`src/sv/salc_pkg.sv`:
```
// Shared types, codes and defaults of the set-associative LRU cache model.
`default_nettype none

package salc_pkg;

    // Default build parameters
    localparam int DEF_MAX_SET_BITS = 8;
    localparam int DEF_WAYS         = 8;
    localparam int DEF_ADDR_WIDTH   = 64;

    localparam int CNT_W       = 32;
    localparam int CFG_DATA_W  = 6;
    localparam int CFG_INDEX_W = 2;

    // Request type codes
    localparam logic [1:0] REQ_LOAD   = 2'd0;
    localparam logic [1:0] REQ_STORE  = 2'd1;
    localparam logic [1:0] REQ_MODIFY = 2'd2;
    localparam logic [1:0] REQ_IFETCH = 2'd3;

    // Configuration register indexes
    localparam logic [CFG_INDEX_W-1:0] CFG_SET_BITS = 2'd0;
    localparam logic [CFG_INDEX_W-1:0] CFG_WAYS     = 2'd1;
    localparam logic [CFG_INDEX_W-1:0] CFG_OFFSET   = 2'd2;

    // Configuration reset values
    localparam logic [3:0] SET_BITS_RST = 4'd4;
    localparam logic [3:0] WAYS_RST     = 4'd1;
    localparam logic [5:0] OFFSET_RST   = 6'd4;

    typedef struct packed {
        logic [1:0]  req_type;
        logic [63:0] access_addr;
    } salc_req_t;

    typedef struct packed {
        logic             was_hit;
        logic             was_miss;
        logic             was_eviction;
        logic [1:0]       hits_added;
        logic [CNT_W-1:0] hit_total;
        logic [CNT_W-1:0] miss_total;
        logic [CNT_W-1:0] eviction_total;
    } salc_rsp_t;

    typedef enum logic [2:0] {
        ST_CLEAR,
        ST_IDLE,
        ST_INDEX,
        ST_MATCH,
        ST_UPDATE
    } salc_state_t;

    // Controller to datapath
    typedef struct packed {
        logic capture;
        logic clear_wr;
        logic row_read;
        logic match;
        logic commit;
    } salc_cmd_t;

    // Datapath to controller
    typedef struct packed {
        logic clear_last;
        logic req_fetch;
        logic out_busy;
    } salc_status_t;

endpackage

`default_nettype wire

```
`src/sv/salc_ctrl.sv`:
```
// Sequencing controller: clearing pass, request acceptance and per-access steps.
`default_nettype none

module salc_ctrl (
    input  wire logic                  clk,
    input  wire logic                  rst_n,
    input  wire logic                  req_valid,
    output logic                       req_ready,
    input  wire salc_pkg::salc_status_t status,
    output salc_pkg::salc_cmd_t         cmd
);
    import salc_pkg::*;

    salc_state_t state_reg;
    salc_state_t state_next;

    always_ff @(posedge clk or negedge rst_n)
    begin
        if (!rst_n)
        begin
            state_reg <= ST_CLEAR;
        end
        else
        begin
            state_reg <= state_next;
        end
    end

    always_comb
    begin
        state_next = state_reg;
        cmd        = '0;
        req_ready  = 1'b0;
        unique case (state_reg)
            ST_CLEAR:
            begin
                cmd.clear_wr = 1'b1;
                if (status.clear_last)
                begin
                    state_next = ST_IDLE;
                end
            end
            ST_IDLE:
            begin
                req_ready = 1'b1;
                if (req_valid)
                begin
                    cmd.capture = 1'b1;
                    // instruction fetches are dropped on transfer
                    if (!status.req_fetch)
                    begin
                        state_next = ST_INDEX;
                    end
                end
            end
            ST_INDEX:
            begin
                cmd.row_read = 1'b1;
                state_next   = ST_MATCH;
            end
            ST_MATCH:
            begin
                cmd.match  = 1'b1;
                state_next = ST_UPDATE;
            end
            ST_UPDATE:
            begin
                // hold until the result register can take the result
                if (!status.out_busy)
                begin
                    cmd.commit = 1'b1;
                    state_next = ST_IDLE;
                end
            end
            default:
            begin
                state_next = ST_IDLE;
            end
        endcase
    end

endmodule

`default_nettype wire

```
`config.mk`:
```
export PLATFORM = sky130hd
export DESIGN_NAME = salc_ctrl
export DESIGN_NICKNAME = d
export VERILOG_FILES = /design/src/sv/salc_pkg.sv /design/src/sv/salc_ctrl.sv
export SDC_FILE = /design/constraint.sdc
export NUM_CORES = 1
export LEC_CHECK = 0
export BUFFER_PORTS_ARGS = -buffer_cell sky130_fd_sc_hd__buf_4
export CAP_MARGIN = 30
export CORE_AREA = 2 2 39 41
export CTS_CLUSTER_SIZE = 40
export DETAILED_ROUTE_END_ITERATION = 16
export DIE_AREA = 0 0 41 43
export SLEW_MARGIN = 20
export SYNTH_ARGS = -nofsm -noshare
export SYNTH_HDL_FRONTEND = slang
export SYNTH_SLANG_ARGS = --single-unit
```
`constraint.sdc`:
```
create_clock -name clk -period 1.2 [get_ports clk]
set_input_delay 0.06 -clock clk [delete_from_list [all_inputs] [get_ports clk]]
set_output_delay 0.06 -clock clk [all_outputs]
set_load 0.02 [all_outputs]
```
Yosys cells after proc, flatten, opt, wreduce, memory -nomap -nowiden
Cells that the tools add are included.
{ "totals": {"in_bits": 6, "reg_bits": 3, "elab_cells": 24, "out_inout_bits": 6} }
{ "classes": {"eq_ne": 8, "n_mux": 13, "n_reduce_logical": 2} }
{ "op_table": {"columns": ["operator", "count"], "rows": [
  ["$pmux W3 S5", 1],
  ["$mux W3", 4],
  ["$mux W1", 8],
  ["$ne A2 B2 Y1 const B", 4],
  ["$eq A3 B2 Y1 const B", 2],
  ["$reduce_and A4 Y1", 1],
  ["$eq A3 B1 Y1 const B", 1],
  ["$eq A3 B3 Y1 const B", 1],
  ["$logic_not A3 Y1", 1]
]} }

Longest topological paths before layout
{ "depth": {"word_depth": 3, "mapped_depth": 3, "ltp_nobuf": 3} }

Worst setup path before layout
OpenSTA, ideal clock, no wires.
{ "synth_path": {"kind": "register to register", "startpoint": "register state_reg[2]", "endpoint": "register state_reg[1]", "arrival_ps": 1165, "path_buffers": 0, "required_ps": 1133, "slack_ps": -33, "stages_incl_launch_ff": 3, "cell_sequence": "dfrtp_1 -> nor3b_1 -> a21o_1"} }
{ "synth_between": {"elab_chain_cells": 3, "elab_cells_between_ends": 11, "cone_classes": "eq/ne: 8; mux: 1; reduce/logical: 2"} }
{ "synth_lines": {"columns": ["item", "line_no", "rtl"], "rows": [
  ["start: declaration", "salc_ctrl.sv:14", "salc_state_t state_reg;"],
  ["start signal: assignment", "salc_ctrl.sv:25", "state_reg <= state_next;"],
  ["$eq A3 B1 Y1 (tied with other cells)", "salc_ctrl.sv:34", "unique case (state_reg)"],
  ["$ne A2 B2 Y1 (no source line)", null, null],
  ["$reduce_and A4 Y1 (no source line)", null, null]
]} }
Several ways; a longest one is shown, not always the timed one.
A chain may end at the register's enable or synchronous reset.

==> reports/results.tsv <==
stage	metric	value	unit
clock_network	clock-root-buffer	clkbuf_4	
power_and_ir_drop	pwr-share-comb	64.1	%
detailed_routing	vias_per_cell	3.655	
sta	hold_violations	0	
cells_and_area	largest_reg_flops	3	
place	gp_congestion	0.6424	
detailed_routing	vias	201	
cells_and_area	diodes	0	
setup_path	cp.arrival	1180	ps
synthesis	synth_seq_cells	3	
run_status	violations	setup timing	
detailed_routing	drc	0	
setup_path	crit_path_max_fanout	3	
floorplanning	pin_count	12	
setup_path	crit_buf_inv	1	
synthesis	syn_inst	19	
synthesis	syn-cell-area	176.4	um2
global_routing	grtUsageTotal	6.432	%
global_routing	grt_max_degree	7	
detailed_routing	dr.pass1.iters	1	
synthesis	synth_seq_area_share	42.55	%
sta	tightest_slew	190.4	ps
sta	tns	-58.87	ps
synthesis	synth_area_per_cell	9.285	um2
cells_and_area	area_growth	118.4	%
cells_and_area	drive_above_1_share	66.67	%
detailed_routing	wl_per_cell	8.709	um
floorplanning	die-area	1763	um2
sta	rsz0062_at_grt	true	
setup_path	start_kind	flop	
floorplanning	start_util	12.75	%
power_and_ir_drop	sw_frac_of_total	38.61	%
cells_and_area	finish.net_count	46	
clock_network	cts_tree	done	
min_path	holdPathStages	2	
sta	maxSlewViolCount	0	
power_and_ir_drop	p_leak	0.1904	nW
detailed_routing	wl	479	um
clock_network	cts_max_level	1	
min_path	worstHoldStart	status[0]	
clock_network	clock_path_buffers	2	
clock_network	insertion_delay	230	ps
setup_path	r2r-start	state_reg[1]	
clock_network	clk_pin_slew_worst_paths	40	ps
power_and_ir_drop	internal_power	0.0006390	W
power_and_ir_drop	powerDensity	2701	nW/um2
power_and_ir_drop	sequentialPowerShare	19.2	%
place	dpl_worst_slack	120.6	ps
setup_path	r2r_cells	3	
sta	setup_viol	3	
power_and_ir_drop	p_clk_share	16.7	%
sta	fin_crit	1239	ps
synthesis	ys_types	15	
setup_path	cp-end-kind	output port	
global_routing	grt_pass1_vias	198	
setup_path	path_class	flop to output port	
setup_path	cpMaxStageDelayCell	dfrtp_1	
synthesis	yosysWarnings	0	
sta	relSlewSlack	87.29	%
run_status	status	complete, but fails checks	
setup_path	reg2reg_slack	200	ps
floorplanning	die_height	43	um
setup_path	critPathRequiredTime	1140	ps
sta	fin_crit_sh	103.2	%
global_routing	antenna_found_initial	0	
setup_path	path_delay_family	simple AND/OR/NAND/NOR gates	
global_routing	overflow	0	
setup_path	rr_endpoint	state_reg[1]	
detailed_routing	ant_nets	0	
power_and_ir_drop	p_sw	0.0004020	W
min_path	hold_class	input port to flop	
global_routing	grt_pass1_wl	696	um
clock_network	cts-buffers-inserted	3	
floorplanning	rows	14	
clock_network	cts.sinks	3	
sta	timing.fmax	0.8074	GHz
power_and_ir_drop	max-vdd-ir-drop	0.0006374	V
place	portBuffers	11	
synthesis	syn-num-nets	25	
setup_path	slowest_delay	390	ps
run	cap_violations	0	
cells_and_area	finish.utilization	27.85	%
sta	finClkSkew	0.5626	ps
sta	postLayoutSetupSlackWorst	-38.58	ps
setup_path	path_cells	nor2b_4 > and2b_4 > and2_4 > buf_6	
min_path	whs_endpoint	state_reg[2]	
floorplanning	die_w	41	um
floorplanning	core-area	1384	um2
detailed_routing	drt_iter0_markers	0	
place	dp_hpwl	340.7	um
logic make-up after synthesis:
family,share of synthesized area (%)
and+or+nand+nor,38.31
AOI/OAI and AO/OA,19.15
DFF,42.55
how the worst max path moves through the flow:
| stage | from | endpoint | slack [ps] | cells after the start |
|---|---|---|---|---|
| finish | state_reg[0] | cmd[4] | -40 | 4 |
| CTS | state_reg[1] | cmd[4] | -30 | 3 |
| global route | state_reg[0] | cmd[4] | -80 | 4 |
| floorplan | state_reg[2] | cmd[4] | 120 | 3 |
| global placement | state_reg[0] | cmd[4] | 130 | 4 |
| detailed placement | state_reg[0] | cmd[4] | 120 | 4 |
cell usage after synthesis:
cell	number	share of area, %
nand2_1	2	4.3
nor3b_1	1	4.3
nor2_1	2	4.3
nor2b_2	1	5.0
nor3_1	1	2.8
o21a_1	1	4.3
a21oi_1	1	2.8
nor2b_1	1	3.5
a31o_1	1	5.0
dfrtp_1	3	43
o21ai_0	1	2.8
a21o_1	1	4.3
and2_4	1	5.0
and2b_4	1	5.7
and2_1	1	3.5
worst register-to-register path, stage by stage, from the launching register on:
cell     delay (ps)
dfrtp_2         440
buf_4           150
nor3b_4         150
a21o_1          150
per-stage QoR:
step                instance area [um2]  hold slack (ps)  total power, W  instances
floorplan                         181.4           -235.6       0.0005018         19
global placement                  291.5           -148.2       0.0006889         47
detailed placement                291.5           -147.9       0.0006942         47
CTS                               374.1            83.02        0.001019         55
global route                      385.4            101.1        0.001112         55
finish                            385.4            94.51        0.001041         55
cells in the final DEF (no fill, tap or decap), types with 2 or more instances in the layout:
cell type and n:
clkbuf_4 3, dfrtp_1 2, buf_6 2, and2_4 2, buf_4 13, nand2_1 2
power groups by stage:
stage,Clock (W),Combinational (W),Sequential (W)
finish,0.000173,0.000667,0.000200
global route,0.000193,0.000714,0.000206
CTS,0.000185,0.000645,0.000189
detailed placement,0,0.000506,0.000188
global placement,0,0.000504,0.000185
floorplan,0,0.000307,0.000194
cell type report:
type | instances | area, um2
multi-input cells | 16 | 132.6
repair buffers | 16 | 130.1
fillers | 159 | 998.5
clock buffers | 4 | 26.28
well taps | 16 | 20.02
flip-flops and latches | 3 | 76.32
repair_timing:
item / 4_1_cts / 5_1_grt
gates resized for setup: 6 / 3
setup endpoints to repair: 3 / 4
pin swaps: 2 / 0
buffers inserted: 3 / 0
endpoints found under the hold margin: 3 / 0
hold buffers: 1 / 0
layer usage:
layer / part of all wire [%] / global-route usage [%]
met5: 0 / 0
met4: 0 / 8.000
met3: 3.5 / 1.571
met2: 62 / 10.31
met1: 35 / 5.161
(Power assumes the default switching activity.)
